### src/hw/rtl/shared_buffer_threshold_control_top_macros.svh
// ---------------------------------------------------------------------------
// Shared buffer threshold control assertion macros
// Short forms for the clocked assertions used in the RTL.
// ---------------------------------------------------------------------------
`ifndef SHARED_BUFFER_THRESHOLD_CONTROL_TOP_MACROS_SVH
`define SHARED_BUFFER_THRESHOLD_CONTROL_TOP_MACROS_SVH

// Clocked assertion with asynchronous active-low reset disable.
`define SBTC_ASSERT(name, clk, rst_n, prop, msg) \
  name: assert property (@(posedge clk) disable iff (!rst_n) prop) else $error(msg);

// Implication form: whenever the trigger holds, the consequence holds.
`define SBTC_ASSERT_IMPL(name, clk, rst_n, trig, cons, msg) \
  name: assert property (@(posedge clk) disable iff (!rst_n) (trig) |-> (cons)) else $error(msg);

`endif

### src/hw/rtl/sbtc_pkg.sv
// ---------------------------------------------------------------------------
// Shared buffer threshold control package
// Types, constants and helpers shared by the front, back and top level.
// ---------------------------------------------------------------------------
package sbtc_pkg;

  localparam int unsigned NumPorts = 16;
  localparam int unsigned PortBits = 4;
  localparam int unsigned LenBits  = 16;
  localparam int unsigned SumBits  = 20;
  localparam int unsigned CntBits  = 5;
  localparam logic [7:0]  RunMax   = 8'd255;
  localparam logic [SumBits-1:0] SumLimit = 20'd1048560;

  // Event opcodes.
  localparam logic [1:0] OpQueue = 2'd0;
  localparam logic [1:0] OpDrop  = 2'd1;
  localparam logic [1:0] OpTick  = 2'd2;

  // Sharing modes.
  localparam logic [1:0] ModeComplete = 2'd0;
  localparam logic [1:0] ModeStatic   = 2'd1;
  localparam logic [1:0] ModeDynamic  = 2'd2;
  localparam logic [1:0] ModeEnhanced = 2'd3;

  // Register indexes.
  typedef enum logic [2:0] {
    RegMode    = 3'd0,
    RegBuffer  = 3'd1,
    RegAlpha   = 3'd2,
    RegDqLimit = 3'd3,
    RegEqLimit = 3'd4,
    RegHold    = 3'd5,
    RegRelease = 3'd6,
    RegNone    = 3'd7
  } reg_idx_e;

  typedef enum logic [1:0] {
    KindQueue,
    KindDrop,
    KindTick,
    KindNone
  } kind_e;

  typedef enum logic [2:0] {
    StIdle,
    StExec,
    StTick,
    StMul,
    StThresh,
    StDiv,
    StDone
  } state_e;

  typedef struct packed {
    logic [1:0]  opcode;
    logic [3:0]  port;
    logic [15:0] new_length;
  } item_t;

  typedef struct packed {
    logic [15:0] shared_threshold;
    logic [15:0] boosted_threshold;
    logic [15:0] uncontrolled_mask;
    logic [4:0]  uncontrolled_count;
    logic [19:0] total_use;
  } result_t;

  typedef struct packed {
    kind_e               kind;
    logic [PortBits-1:0] port;
    logic [LenBits-1:0]  len;
  } job_t;

  typedef struct packed {
    logic [1:0]  sharing_mode;
    logic [15:0] total_buffer;
    logic [11:0] alpha_q8;
    logic [7:0]  dequeue_run_limit;
    logic [7:0]  enqueue_run_limit;
    logic [15:0] hold_ticks;
    logic [15:0] release_ticks;
  } cfg_t;

  // Number of set bits in the uncontrolled vector.
  function automatic logic [CntBits-1:0] popcount(input logic [NumPorts-1:0] v);
    logic [CntBits-1:0] n;
    n = '0;
    for (int i = 0; i < NumPorts; i++) begin
      n = n + CntBits'(v[i]);
    end
    return n;
  endfunction

endpackage

### src/hw/rtl/sbtc_front.sv
// ---------------------------------------------------------------------------
// Shared buffer threshold control front end
// Accepts event words, classifies them and queues them for the back end.
// ---------------------------------------------------------------------------
module sbtc_front (
  input  logic            clk_i,
  input  logic            rst_ni,
  input  logic            start_i,
  input  sbtc_pkg::item_t item_i,
  output logic            busy_o,
  output logic            job_valid_o,
  output sbtc_pkg::job_t  job_o,
  input  logic            job_pop_i
);

  sbtc_pkg::job_t fifo_q [2];
  logic           wr_ptr_q, wr_ptr_d;
  logic           rd_ptr_q, rd_ptr_d;
  logic [1:0]     count_q, count_d;
  sbtc_pkg::job_t job_in;
  logic           push;

  // Classify the incoming word.
  always_comb begin
    job_in.port = item_i.port;
    job_in.len  = item_i.new_length;
    case (item_i.opcode)
      sbtc_pkg::OpQueue: job_in.kind = sbtc_pkg::KindQueue;
      sbtc_pkg::OpDrop:  job_in.kind = sbtc_pkg::KindDrop;
      sbtc_pkg::OpTick:  job_in.kind = sbtc_pkg::KindTick;
      default:           job_in.kind = sbtc_pkg::KindNone;
    endcase
  end

  assign busy_o      = (count_q == 2'd2);
  assign push        = start_i && !busy_o;
  assign job_valid_o = (count_q != 2'd0);
  assign job_o       = fifo_q[rd_ptr_q];

  // Pointer and fill bookkeeping.
  always_comb begin
    wr_ptr_d = wr_ptr_q ^ push;
    rd_ptr_d = rd_ptr_q ^ (job_pop_i && job_valid_o);
    count_d  = count_q + 2'(push) - 2'(job_pop_i && job_valid_o);
  end

  always_ff @(posedge clk_i or negedge rst_ni) begin
    if (!rst_ni) begin
      wr_ptr_q <= 1'b0;
      rd_ptr_q <= 1'b0;
      count_q  <= 2'd0;
    end else begin
      wr_ptr_q <= wr_ptr_d;
      rd_ptr_q <= rd_ptr_d;
      count_q  <= count_d;
    end
  end

  // Queue storage.
  always_ff @(posedge clk_i) begin
    if (push) begin
      fifo_q[wr_ptr_q] <= job_in;
    end
  end

endmodule

### src/hw/rtl/sbtc_back.sv
// ---------------------------------------------------------------------------
// Shared buffer threshold control back end
// Holds per-port state, runs queue, drop and tick events, and computes
// the shared and boosted thresholds, using a serial divider for the boosted one in enhanced mode.
// ---------------------------------------------------------------------------
`include "shared_buffer_threshold_control_top_macros.svh"

module sbtc_back (
  input  logic              clk_i,
  input  logic              rst_ni,
  input  sbtc_pkg::cfg_t    cfg_i,
  input  logic              job_valid_i,
  input  sbtc_pkg::job_t    job_i,
  output logic              job_pop_o,
  output logic              result_valid_o,
  output sbtc_pkg::result_t result_o
);

  typedef struct packed {
    logic pop;
    logic port_wr;
    logic step_idx;
  } ctrl_t;

  sbtc_pkg::state_e state_q, state_d;
  ctrl_t            ctrl;

  // Per-port state.
  logic [15:0] ql_q [sbtc_pkg::NumPorts];
  logic [7:0]  dq_q [sbtc_pkg::NumPorts];
  logic [7:0]  eq_q [sbtc_pkg::NumPorts];
  logic [15:0] ht_q [sbtc_pkg::NumPorts];
  logic [15:0] rt_q [sbtc_pkg::NumPorts];
  logic [sbtc_pkg::NumPorts-1:0] boost_q, unc_q, started_q, rr_q;

  sbtc_pkg::job_t                 job_q;
  logic [sbtc_pkg::PortBits-1:0]  idx_q;
  logic [sbtc_pkg::SumBits-1:0]   total_q;
  logic [15:0]                    shared_q, boosted_q;
  logic [27:0]                    prod_q;
  logic                           over_q;
  logic [15:0]                    dvd_q;
  logic [4:0]                     rem_q;
  logic [3:0]                     dcnt_q;
  logic                           result_valid_q;
  sbtc_pkg::result_t              result_q;

  // New values for the addressed port.
  logic [15:0] n_ql, n_ht, n_rt;
  logic [7:0]  n_dq, n_eq;
  logic        n_boost, n_unc, n_started, n_rr;
  logic [sbtc_pkg::CntBits-1:0] unc_cnt;

  assign unc_cnt = sbtc_pkg::popcount(unc_q);

  // Port update for queue, drop and tick events.
  always_comb begin
    n_ql      = ql_q[idx_q];
    n_dq      = dq_q[idx_q];
    n_eq      = eq_q[idx_q];
    n_ht      = ht_q[idx_q];
    n_rt      = rt_q[idx_q];
    n_boost   = boost_q[idx_q];
    n_unc     = unc_q[idx_q];
    n_started = started_q[idx_q];
    n_rr      = rr_q[idx_q];
    if (state_q == sbtc_pkg::StExec && job_q.kind == sbtc_pkg::KindQueue) begin
      if (!n_started) begin
        n_started = 1'b1;
        n_ht      = cfg_i.hold_ticks;
      end
      if (n_ql > job_q.len) begin
        if (n_dq != sbtc_pkg::RunMax) n_dq = n_dq + 8'd1;
        if (n_eq != 8'd0) n_eq = n_eq - 8'd1;
        if (n_dq == cfg_i.dequeue_run_limit) begin
          n_eq    = 8'd0;
          n_unc   = 1'b0;
          n_boost = 1'b0;
          n_rr    = 1'b0;
        end
      end else begin
        n_dq = 8'd0;
        if (n_eq != sbtc_pkg::RunMax) n_eq = n_eq + 8'd1;
        if (n_eq == cfg_i.enqueue_run_limit) begin
          n_unc   = 1'b1;
          n_boost = 1'b1;
          n_rt    = cfg_i.release_ticks;
          n_rr    = 1'b1;
        end
      end
      if (!n_boost) begin
        n_dq = 8'd0;
      end else begin
        n_eq = 8'd0;
        n_ht = cfg_i.hold_ticks;
      end
      n_ql = job_q.len;
    end else if (state_q == sbtc_pkg::StExec) begin
      // Drop event.
      n_unc = 1'b0;
      n_rr  = 1'b0;
      n_eq  = 8'd0;
    end else begin
      // Tick walk: hold timer first, release wins.
      if (n_started) begin
        if (n_ht <= 16'd1) begin
          n_eq    = 8'd0;
          n_boost = 1'b1;
          n_ht    = cfg_i.hold_ticks;
        end else begin
          n_ht = n_ht - 16'd1;
        end
      end
      if (n_rr) begin
        if (n_rt <= 16'd1) begin
          n_unc   = 1'b0;
          n_boost = 1'b0;
          n_rr    = 1'b0;
        end else begin
          n_rt = n_rt - 16'd1;
        end
      end
    end
  end

  // Next state.
  always_comb begin
    state_d = state_q;
    case (state_q)
      sbtc_pkg::StIdle: begin
        if (job_valid_i) begin
          case (job_i.kind)
            sbtc_pkg::KindQueue, sbtc_pkg::KindDrop: state_d = sbtc_pkg::StExec;
            sbtc_pkg::KindTick: state_d = sbtc_pkg::StTick;
            default: state_d = sbtc_pkg::StDone;
          endcase
        end
      end
      sbtc_pkg::StExec: begin
        state_d = (job_q.kind == sbtc_pkg::KindQueue) ? sbtc_pkg::StMul : sbtc_pkg::StDone;
      end
      sbtc_pkg::StTick: begin
        if (idx_q == sbtc_pkg::PortBits'(sbtc_pkg::NumPorts - 1)) state_d = sbtc_pkg::StDone;
      end
      sbtc_pkg::StMul: state_d = sbtc_pkg::StThresh;
      sbtc_pkg::StThresh: begin
        if (cfg_i.sharing_mode == sbtc_pkg::ModeEnhanced && unc_cnt != '0) begin
          state_d = sbtc_pkg::StDiv;
        end else begin
          state_d = sbtc_pkg::StDone;
        end
      end
      sbtc_pkg::StDiv: begin
        if (dcnt_q == 4'd15) state_d = sbtc_pkg::StDone;
      end
      sbtc_pkg::StDone: state_d = sbtc_pkg::StIdle;
      default: state_d = sbtc_pkg::StIdle;
    endcase
  end

  // Control outputs.
  always_comb begin
    ctrl          = '0;
    ctrl.pop      = (state_q == sbtc_pkg::StIdle) && job_valid_i;
    ctrl.port_wr  = (state_q == sbtc_pkg::StExec) || (state_q == sbtc_pkg::StTick);
    ctrl.step_idx = (state_q == sbtc_pkg::StTick);
  end

  assign job_pop_o = ctrl.pop;

  always_ff @(posedge clk_i or negedge rst_ni) begin
    if (!rst_ni) begin
      state_q <= sbtc_pkg::StIdle;
    end else begin
      state_q <= state_d;
    end
  end

  // Per-port state registers.
  always_ff @(posedge clk_i or negedge rst_ni) begin
    if (!rst_ni) begin
      for (int i = 0; i < sbtc_pkg::NumPorts; i++) begin
        ql_q[i] <= '0;
        dq_q[i] <= '0;
        eq_q[i] <= '0;
        ht_q[i] <= '0;
        rt_q[i] <= '0;
      end
      boost_q   <= '0;
      unc_q     <= '0;
      started_q <= '0;
      rr_q      <= '0;
    end else if (ctrl.port_wr) begin
      ql_q[idx_q]      <= n_ql;
      dq_q[idx_q]      <= n_dq;
      eq_q[idx_q]      <= n_eq;
      ht_q[idx_q]      <= n_ht;
      rt_q[idx_q]      <= n_rt;
      boost_q[idx_q]   <= n_boost;
      unc_q[idx_q]     <= n_unc;
      started_q[idx_q] <= n_started;
      rr_q[idx_q]      <= n_rr;
    end
  end

  // Running total, thresholds and result word.
  always_ff @(posedge clk_i or negedge rst_ni) begin
    if (!rst_ni) begin
      total_q        <= '0;
      shared_q       <= '0;
      boosted_q      <= '0;
      idx_q          <= '0;
      dcnt_q         <= '0;
      result_valid_q <= 1'b0;
    end else begin
      result_valid_q <= (state_q == sbtc_pkg::StDone);
      if (ctrl.pop) begin
        idx_q <= (job_i.kind == sbtc_pkg::KindTick) ? '0 : job_i.port;
      end else if (ctrl.step_idx) begin
        idx_q <= idx_q + 1'b1;
      end
      if (state_q == sbtc_pkg::StExec && job_q.kind == sbtc_pkg::KindQueue) begin
        total_q <= total_q - sbtc_pkg::SumBits'(ql_q[idx_q]) + sbtc_pkg::SumBits'(job_q.len);
      end
      if (state_q == sbtc_pkg::StThresh) begin
        dcnt_q <= '0;
        case (cfg_i.sharing_mode)
          sbtc_pkg::ModeComplete: shared_q <= cfg_i.total_buffer;
          sbtc_pkg::ModeStatic:   shared_q <= cfg_i.total_buffer >> sbtc_pkg::PortBits;
          default: begin
            if (over_q) shared_q <= 16'd0;
            else if (prod_q[27:24] != 4'd0) shared_q <= 16'hFFFF;
            else shared_q <= prod_q[23:8];
          end
        endcase
      end
      if (state_q == sbtc_pkg::StThresh && state_d == sbtc_pkg::StDone) begin
        case (cfg_i.sharing_mode)
          sbtc_pkg::ModeComplete: boosted_q <= cfg_i.total_buffer;
          sbtc_pkg::ModeStatic:   boosted_q <= cfg_i.total_buffer >> sbtc_pkg::PortBits;
          default: begin
            if (over_q) boosted_q <= 16'd0;
            else if (prod_q[27:24] != 4'd0) boosted_q <= 16'hFFFF;
            else boosted_q <= prod_q[23:8];
          end
        endcase
      end
      if (state_q == sbtc_pkg::StDiv) begin
        dcnt_q <= dcnt_q + 4'd1;
        if (dcnt_q == 4'd15) begin
          boosted_q <= {dvd_q[14:0],
                        ({rem_q, dvd_q[15]} >= {1'b0, unc_cnt})};
        end
      end
    end
  end

  // Datapath registers without reset.
  always_ff @(posedge clk_i) begin
    if (ctrl.pop) begin
      job_q <= job_i;
    end
    if (state_q == sbtc_pkg::StMul) begin
      over_q <= (sbtc_pkg::SumBits'(cfg_i.total_buffer) <= total_q);
      prod_q <= 28'(cfg_i.alpha_q8) * 28'(cfg_i.total_buffer - total_q[15:0]);
    end
    // Restoring divider: one quotient bit per cycle.
    if (state_q == sbtc_pkg::StThresh) begin
      dvd_q <= cfg_i.total_buffer;
      rem_q <= '0;
    end else if (state_q == sbtc_pkg::StDiv) begin
      if ({rem_q, dvd_q[15]} >= {1'b0, unc_cnt}) begin
        rem_q <= 5'({rem_q, dvd_q[15]} - {1'b0, unc_cnt});
        dvd_q <= {dvd_q[14:0], 1'b1};
      end else begin
        rem_q <= {rem_q[3:0], dvd_q[15]};
        dvd_q <= {dvd_q[14:0], 1'b0};
      end
    end
    if (state_q == sbtc_pkg::StDone) begin
      result_q.shared_threshold   <= shared_q;
      result_q.boosted_threshold  <= boosted_q;
      result_q.uncontrolled_mask  <= unc_q;
      result_q.uncontrolled_count <= unc_cnt;
      result_q.total_use          <= total_q;
    end
  end

  assign result_valid_o = result_valid_q;
  assign result_o       = result_q;

  // The strobe lasts one cycle, the divider never sees a zero divisor,
  // queue words are taken only from idle, and the total stays in range.
  `SBTC_ASSERT(a_strobe_single, clk_i, rst_ni, result_valid_q |=> !result_valid_q, "strobe held")
  `SBTC_ASSERT_IMPL(a_div_nonzero, clk_i, rst_ni, state_q == sbtc_pkg::StDiv, unc_cnt != '0, "divide by zero")
  `SBTC_ASSERT_IMPL(a_pop_idle, clk_i, rst_ni, job_pop_o, state_q == sbtc_pkg::StIdle, "pop while busy")
  `SBTC_ASSERT(a_total_range, clk_i, rst_ni, total_q <= sbtc_pkg::SumLimit, "total out of range")

endmodule

### src/hw/rtl/shared_buffer_threshold_control_top.sv
// ---------------------------------------------------------------------------
// Shared buffer threshold control top level
// Register port, event front end and threshold back end.
// ---------------------------------------------------------------------------
// Each accepted event word produces exactly one result word, strobed by
// result_valid_o for a single cycle; the receiver cannot stall it. For a
// timer tick the back end walks the 16 port timers one per cycle, and a
// queue length change in enhanced mode with uncontrolled ports runs a serial
// divider that produces one quotient bit per cycle. A two-word queue sits in
// front, so busy_o is high only while it is full. Write registers only
// while no event is in flight.
module shared_buffer_threshold_control_top (
  input  logic              clk_i,
  input  logic              rst_ni,
  input  logic              start_i,
  input  sbtc_pkg::item_t   item_i,
  output logic              busy_o,
  output logic              result_valid_o,
  output sbtc_pkg::result_t result_o,
  input  logic              psel,
  input  logic              penable,
  input  logic              pwrite,
  input  logic [4:0]        paddr,
  input  logic [31:0]       pwdata,
  output logic [31:0]       prdata,
  output logic              pready
);

  sbtc_pkg::cfg_t     cfg_q;
  sbtc_pkg::reg_idx_e reg_idx;
  sbtc_pkg::job_t     job;
  logic               job_valid, job_pop;

  assign pready  = 1'b1;
  assign reg_idx = sbtc_pkg::reg_idx_e'(paddr[4:2]);

  // Register writes.
  always_ff @(posedge clk_i or negedge rst_ni) begin
    if (!rst_ni) begin
      cfg_q.sharing_mode      <= 2'd3;
      cfg_q.total_buffer      <= 16'd175;
      cfg_q.alpha_q8          <= 12'd256;
      cfg_q.dequeue_run_limit <= 8'd3;
      cfg_q.enqueue_run_limit <= 8'd8;
      cfg_q.hold_ticks        <= 16'd21;
      cfg_q.release_ticks     <= 16'd100;
    end else if (psel && penable && pwrite) begin
      case (reg_idx)
        sbtc_pkg::RegMode:    cfg_q.sharing_mode      <= pwdata[1:0];
        sbtc_pkg::RegBuffer:  cfg_q.total_buffer      <= pwdata[15:0];
        sbtc_pkg::RegAlpha:   cfg_q.alpha_q8          <= pwdata[11:0];
        sbtc_pkg::RegDqLimit: cfg_q.dequeue_run_limit <= pwdata[7:0];
        sbtc_pkg::RegEqLimit: cfg_q.enqueue_run_limit <= pwdata[7:0];
        sbtc_pkg::RegHold:    cfg_q.hold_ticks        <= pwdata[15:0];
        sbtc_pkg::RegRelease: cfg_q.release_ticks     <= pwdata[15:0];
        default: ;
      endcase
    end
  end

  // Register reads.
  always_comb begin
    case (reg_idx)
      sbtc_pkg::RegMode:    prdata = 32'(cfg_q.sharing_mode);
      sbtc_pkg::RegBuffer:  prdata = 32'(cfg_q.total_buffer);
      sbtc_pkg::RegAlpha:   prdata = 32'(cfg_q.alpha_q8);
      sbtc_pkg::RegDqLimit: prdata = 32'(cfg_q.dequeue_run_limit);
      sbtc_pkg::RegEqLimit: prdata = 32'(cfg_q.enqueue_run_limit);
      sbtc_pkg::RegHold:    prdata = 32'(cfg_q.hold_ticks);
      sbtc_pkg::RegRelease: prdata = 32'(cfg_q.release_ticks);
      default:              prdata = 32'd0;
    endcase
  end

  sbtc_front u_front (
    .clk_i       (clk_i),
    .rst_ni      (rst_ni),
    .start_i     (start_i),
    .item_i      (item_i),
    .busy_o      (busy_o),
    .job_valid_o (job_valid),
    .job_o       (job),
    .job_pop_i   (job_pop)
  );

  sbtc_back u_back (
    .clk_i          (clk_i),
    .rst_ni         (rst_ni),
    .cfg_i          (cfg_q),
    .job_valid_i    (job_valid),
    .job_i          (job),
    .job_pop_o      (job_pop),
    .result_valid_o (result_valid_o),
    .result_o       (result_o)
  );

endmodule
### config.mk
export PLATFORM = sky130hd
export DESIGN_NAME = shared_buffer_threshold_control_top
export DESIGN_NICKNAME = d
export VERILOG_FILES = /design/src/hw/rtl/sbtc_pkg.sv /design/src/hw/rtl/sbtc_front.sv /design/src/hw/rtl/sbtc_back.sv /design/src/hw/rtl/shared_buffer_threshold_control_top.sv
export VERILOG_INCLUDE_DIRS = /design/src /design/src/hw/rtl
export SDC_FILE = /design/constraint.sdc
export NUM_CORES = 2
export LEC_CHECK = 0
export BUFFER_PORTS_ARGS = -buffer_cell sky130_fd_sc_hd__buf_4
export CORE_ASPECT_RATIO = 0.7
export CORE_MARGIN = 4
export CORE_UTILIZATION = 32
export CTS_CLUSTER_DIAMETER = 40
export DETAILED_ROUTE_END_ITERATION = 10
export SYNTH_ARGS = -nofsm -noshare
export SYNTH_HDL_FRONTEND = slang
export SYNTH_SLANG_ARGS = --single-unit
export TNS_END_PERCENT = 100
### constraint.sdc
create_clock -name clk_i -period 10.6 [get_ports clk_i]
set_input_delay 0 -clock clk_i [delete_from_list [all_inputs] [get_ports clk_i]]
set_output_delay 0 -clock clk_i [all_outputs]
set_load 0.05 [all_outputs]
Word level (Yosys, flattened, before mapping). Memories as Yosys holds them, arrays and structs flattened. Index checks and enable logic that the tools add are counted.

Flip-flop bits (word level): 1375. Bits in writable memories: 44. Input port bits: 65. Output and inout bits: 108. Word-level logic and storage cells: 331. Memories: 1.

Memory list: u_front.fifo_q (words 2, bits a word 22, read ports 1, clocked after memory_dff 0, wr ports 1, RTL line sbtc_front.sv:16) `sbtc_pkg::job_t fifo_q [2];`.

Add/sub/neg operators: 28. Multipliers: 1. Order comparisons: 9. Eq/ne operators: 26. Multiplexer cells: 119. Bitwise gates (word level): 3. Reduce and logical (&&, ||, !) cells: 32.

Operators by type and width (number): $bwmux W256 (3); $mux W16 (27); $bwmux W128 (2); $bmux W16 S4 (3); $mux W8 (22); $pmux W16 S7 (1); $add A5 B1 Y5 (14); $bmux W8 S4 (2); $bwmux W16 (4); $demux W16 S4 (1); $mux W1 (33); $demux W8 S4 (1); $le A16 B1 Y1 const B (2); $pmux W16 S2 (1); $sub A16 B1 Y16 const B (2); $mul A12 B28 Y28 (1); $eq A3 B3 Y1 const B (7); $add A20 B16 Y20 (1); $le A16 B20 Y1 (1); $mux W4 (5); $sub A20 B16 Y20 (1); $pmux W3 S6 (1); $sub A16 B16 Y17 (1); $add A8 B1 Y8 const B (2); 39 further kinds (80).

Depth between registers and ports, before layout.
Word-level depth: 24. Gate-level depth with buffers: 33. Gate-level depth less buffers: 32.

Modules after synthesis. Synthesis repeated with hierarchy kept, for this count alone.

Cell total of the unflattened synthesis: 6791. Area, all modules: 73880.9 µm².

Modules (own cells, without submodules): sbtc_back (times used 1, cells each 6420, area an instance 68269.2 µm², seq. area each 32771.4 µm²); shared_buffer_threshold_control_top (times used 1, cells each 281, area an instance 3791.1 µm², seq. area each 1974.4 µm²); sbtc_front (times used 1, cells each 90, area an instance 1820.5 µm², seq. area each 1421.4 µm²).

Worst setup path after synthesis. OpenSTA, ideal clock, no wires.

Path type: register to register. From: register cfg_q[60] in the netlist's numbering. To: register u_back.prod_q[27] (data pin). Setup time: 0.262 ns. Arrival time: 7.310 ns. Required time: 10.338 ns. Setup slack: 3.028 ns. Stages on the path, launching flop included: 34. Buffers on the path: 1. Period minus slack after synthesis: 7.572 ns. Cells stage by stage: dfstp_2 -> inv_1 -> ha_1 -> fa_1 -> nor2b_1 -> o21ai_0 -> a21boi_0 -> o21ai_0 -> a21boi_0 -> o21ai_0 -> nand2b_1 -> a21o_1 -> a21oi_1 -> xnor2_1 -> clkbuf_1 -> nand2_1 -> fa_1 -> fa_1 -> inv_1 -> fa_1 -> fa_1 -> inv_1 -> fa_1 -> inv_1 -> ha_1 -> a21o_1 -> a21oi_1 -> a21oi_1 -> o211ai_1 -> a211oi_1 -> o31ai_1 -> a21oi_1 -> a21oi_1 -> xor2_1.

Word-level cells in the longest chain between the ends: 2.

Ends and longest elaborated chain: start, declared (RTL line shared_buffer_threshold_control_top.sv:29) `sbtc_pkg::cfg_t cfg_q;`; $sub A16 B16 Y17 (RTL line sbtc_back.sv:265) `prod_q <= 28'(cfg_i.alpha_q8) * 28'(cfg_i.total_buffer - total_q[15:0]);`; $mul A12 B28 Y28 (RTL line sbtc_back.sv:265); end signal, assigned (RTL line sbtc_back.sv:265); end, declared (RTL line sbtc_back.sv:40) `logic [27:0] prod_q;`.

Every way passes these cells. A chain may end at the register's enable or synchronous reset.

Final worst setup path. Same ends and word-level chain as after synthesis.

==> metrics.cfg <==
[status]
outcome = complete, no violations

[layout]
num-fill-cells = 22300
final_util_pct = 36.5
fin_cells = 9942
syn_to_final_growth_pct = 13.1
layout-drive-gt1-share_pct = 16.1
nets = 7146

[synthesis]
syn_area_um2 = 74100
synth_cells = 6826
synth-edff-count = 172
synth.avg_cell_area_um2 = 10.9
synth_ff_type = dfrtp_1
synth_fa_ha_area_share_pct = 7.74
seq_area_frac_synth_pct = 48.8
netlist-cell-type-count = 111
async_flop_share_pct = 87.5
synthXorXnorAreaFrac_pct = 0.863
yosys_warnings = 0
synth_compound_area_share_pct = 13.0
synth.area.mux_share_pct = 13.3
synth_seq_cells = 1411
synth_top_family_by_area = multiplexers
yosys.area_share.simple_pct = 10.9

[sta]
period_minus_slack_ns = 9.02
setup_ws_ns = 1.58
setup_tns_ns = 0
slew_headroom_pct = 13.1
hold_viol_final = 0
fmax_mhz = 111
rsz0062_at_grt = false
fin_skew_ns = 0.0450
fin_crit_sh_pct = 85.1
maxSlewViolCount = 0
setup_viol = 0
worst_hold_slack_ns = 0.0891
max_slew.worst_pin.slew_ns = 1.29

[routing]
post_drt_wl_per_cell_um = 21.2
drc_errors = 0
first_pass_iters = 6
drt-total-wl_mm = 211
vias_per_cell = 5.27
antenna_left = 0
dr_total_vias = 52400
drt-initial-drc-count = 5086

[clock_tree]
clk_transition_reported_paths_ns = 0.06
cts.sinks = 1411
cts-htree-levels = 4
clock_latency_ns = 0.82
ctsResizeCount = 0
cts_tree = done
cts_max_path_buffers = 3
cts_made_buffers = 160
cts_root_buf = clkbuf_16

[run]
maxCapViolCount = 0

[floorplan]
ios = 173
die_h_um = 411
core_area_um2 = 230000
rows = 147
start_util_pct = 32.2
die-area_um2 = 239000
die_x_um = 583

[placed_design]
dp.cells = 9570
place_hpwl_mm = 133
portBuffers = 137
routabilityCongestion = 0.892
pre_cts_ws_ns = 1.76

[global_routing]
grt_max_degree = 173
grt_pass1_wl_mm = 326
antenna_found_initial = 6
first_global_vias = 51900
track_usage_pct = 17.5
overflow = 0

[setup_path]
path_common_cell = fa_1
critPathMaxStageDelay_ns = 0.93
crit_family = compound AO/OA/AOI/OAI gates
critPathArrivalTime_ns = 9.56
cp_num_buf_inv = 4
cp_slowest_cell = xnor2_1
worst_setup_path_end_kind = flop
worstSetupPathType = reg2reg
crit_fanout = 12
crit_required_ns = 11.14
start_kind = flop

[power_and_ir_drop]
power_density_nw_per_um2 = 383
vdd_drop_max_mv = 0.684
p_leak_nw = 35.2

[hold_path]
hold_class = in2reg

-- cell type report --
cell class	instances	area [µm²]	area share [%]
inverters	363	1370	1.63
repair buffers	287	2460	2.94
flip-flops and latches	1411	36200	43.2
diodes	2	5.00	0.00597
multi-input cells	4526	34300	40.9
well taps	3054	3820	4.56
clock inverters	89	1190	1.42
clock buffers	210	4450	5.32
-- worst reg2reg max path, delay by kind of cell (launching register included) --
kind            cells  cell delay (ns)
compound gates     15             3.30
xor+xnor            2             1.07
fa+ha+maj           7             3.10
buf+inv             4             0.26
flops               1             0.56
simple gates        3             0.49
-- repair_timing --
| action | 4_1_cts | 5_1_grt |
|---|---|---|
| setup buffers | 0 | 0 |
| endpoints found under the hold margin | 289 | 0 |
| hold buffers | 71 | 0 |
-- cells in the mapped netlist, types with 23 or more instances --
cell      instances  share of area (%)
nor2b_1          46               0.39
nand3_1          53               0.36
buf_1            30               0.15
a21oi_1         124               0.84
nor3_1           46               0.31
inv_1           361                1.8
mux4_2          318                9.7
a22oi_1          29               0.29
buf_4            37               0.38
nand2_1        1335                6.8
dfrtp_1        1216                 41
buf_6            23               0.35
fa_1            210                5.7
and3_1           25               0.21
o21ai_2          35               0.41
nand4_1          27               0.23
mux2_2          140                2.1
mux2i_1          94                1.3
nand2b_1         25               0.21
xnor2_1          59               0.70
edfxtp_1        172                7.0
buf_2            45               0.30
and2_1           56               0.47
a21o_1           23               0.23
a31oi_1          42               0.35
o21ai_1         215                1.5
nor2_1          207                1.0
ha_1            122                2.1
o21ai_0         954                6.4
clkbuf_1        394                2.0
-- registers in the layout, indices dropped and copies added, names as in the netlist, 5 cells and up --
| signal | cells |
|---|---|
| u_back.job_q | 18 |
| u_back.total_q | 20 |
| u_back.dvd_q | 16 |
| u_back.boosted_q | 16 |
| cfg_q | 78 |
| u_back.prod_q | 20 |
| u_back.dq_q | 128 |
| u_back.ht_q | 256 |
| u_back.started_q | 16 |
| u_back.shared_q | 16 |
| u_back.eq_q | 128 |
| u_front.fifo_q | 44 |
| u_back.rr_q | 16 |
| u_back.rt_q | 256 |
| u_back.ql_q | 256 |
| u_back.result_o | 73 |
| u_back.rem_q | 5 |
| u_back.boost_q | 16 |
| u_back.unc_q | 16 |
-- cell families (layout without fill, tap and decap cells) --
group,count (synthesis),count (layout)
other,2,19
AO/OA/AOI/OAI,1643,1643
AND/OR/NAND/NOR,1900,1900
multiplexers,561,561
XOR/XNOR,73,73
buffers and inverters,904,949
adder cells (fa/ha/maj),332,332
flip-flops,1411,1411
-- power by group --
part | switching (W) | internal [W]
logic | 0.0109 | 0.00749
registers | 0.000736 | 0.00715
clock network | 0.00242 | 0.00344
-- final timing paths --
| path | start | endpoint | slack, ns | cells after the start |
|---|---|---|---|---|
| setup / recovery | cfg_q[60] | u_back.prod_q[27] | 1.58 | 31 |
| hold / removal | pwdata[10] | cfg_q[26] | 0.09 | 3 |
| setup reg to reg | cfg_q[60] | u_back.prod_q[27] | 1.58 | 31 |
| min in group asynchronous | rst_ni | u_back.eq_q[46] | 0.36 | 3 |
| max in group asynchronous | rst_ni | cfg_q[66] | 7.87 | 5 |
| hold reg to reg | u_back.shared_q[8] | u_back.result_o[65] | 0.44 | 0 |
-- through the flow --
step	total power [W]	instance area [µm²]
CTS	0.0323	83800
global route	0.0351	83800
detailed placement	0.0263	77400
floorplan	0.0220	74100
global placement	0.0261	77400
finish	0.0321	83800
-- routing by layer --
| metal | part of all wire, % | global-route usage [%] |
|---|---|---|
| met1 | 46 | 26.2 |
| met2 | 43 | 25.4 |
| met3 | 8.1 | 3.59 |
| met4 | 2.5 | 5.06 |
| met5 | 0.0057 | 0 |
-- cells in the final DEF (no fill, tap or decap), types with 161 or more instances in the layout --
master / Yosys / layout
clkbuf_16: 0 / 161
buf_4: 37 / 207
inv_1: 361 / 361
nor2_1: 207 / 203
dfrtp_1: 1216 / 1212
edfxtp_1: 172 / 172
nand2_1: 1335 / 1334
o21ai_1: 215 / 215
fa_1: 210 / 210
o21ai_0: 954 / 954
mux4_2: 318 / 318
(Power assumes the default switching activity.)
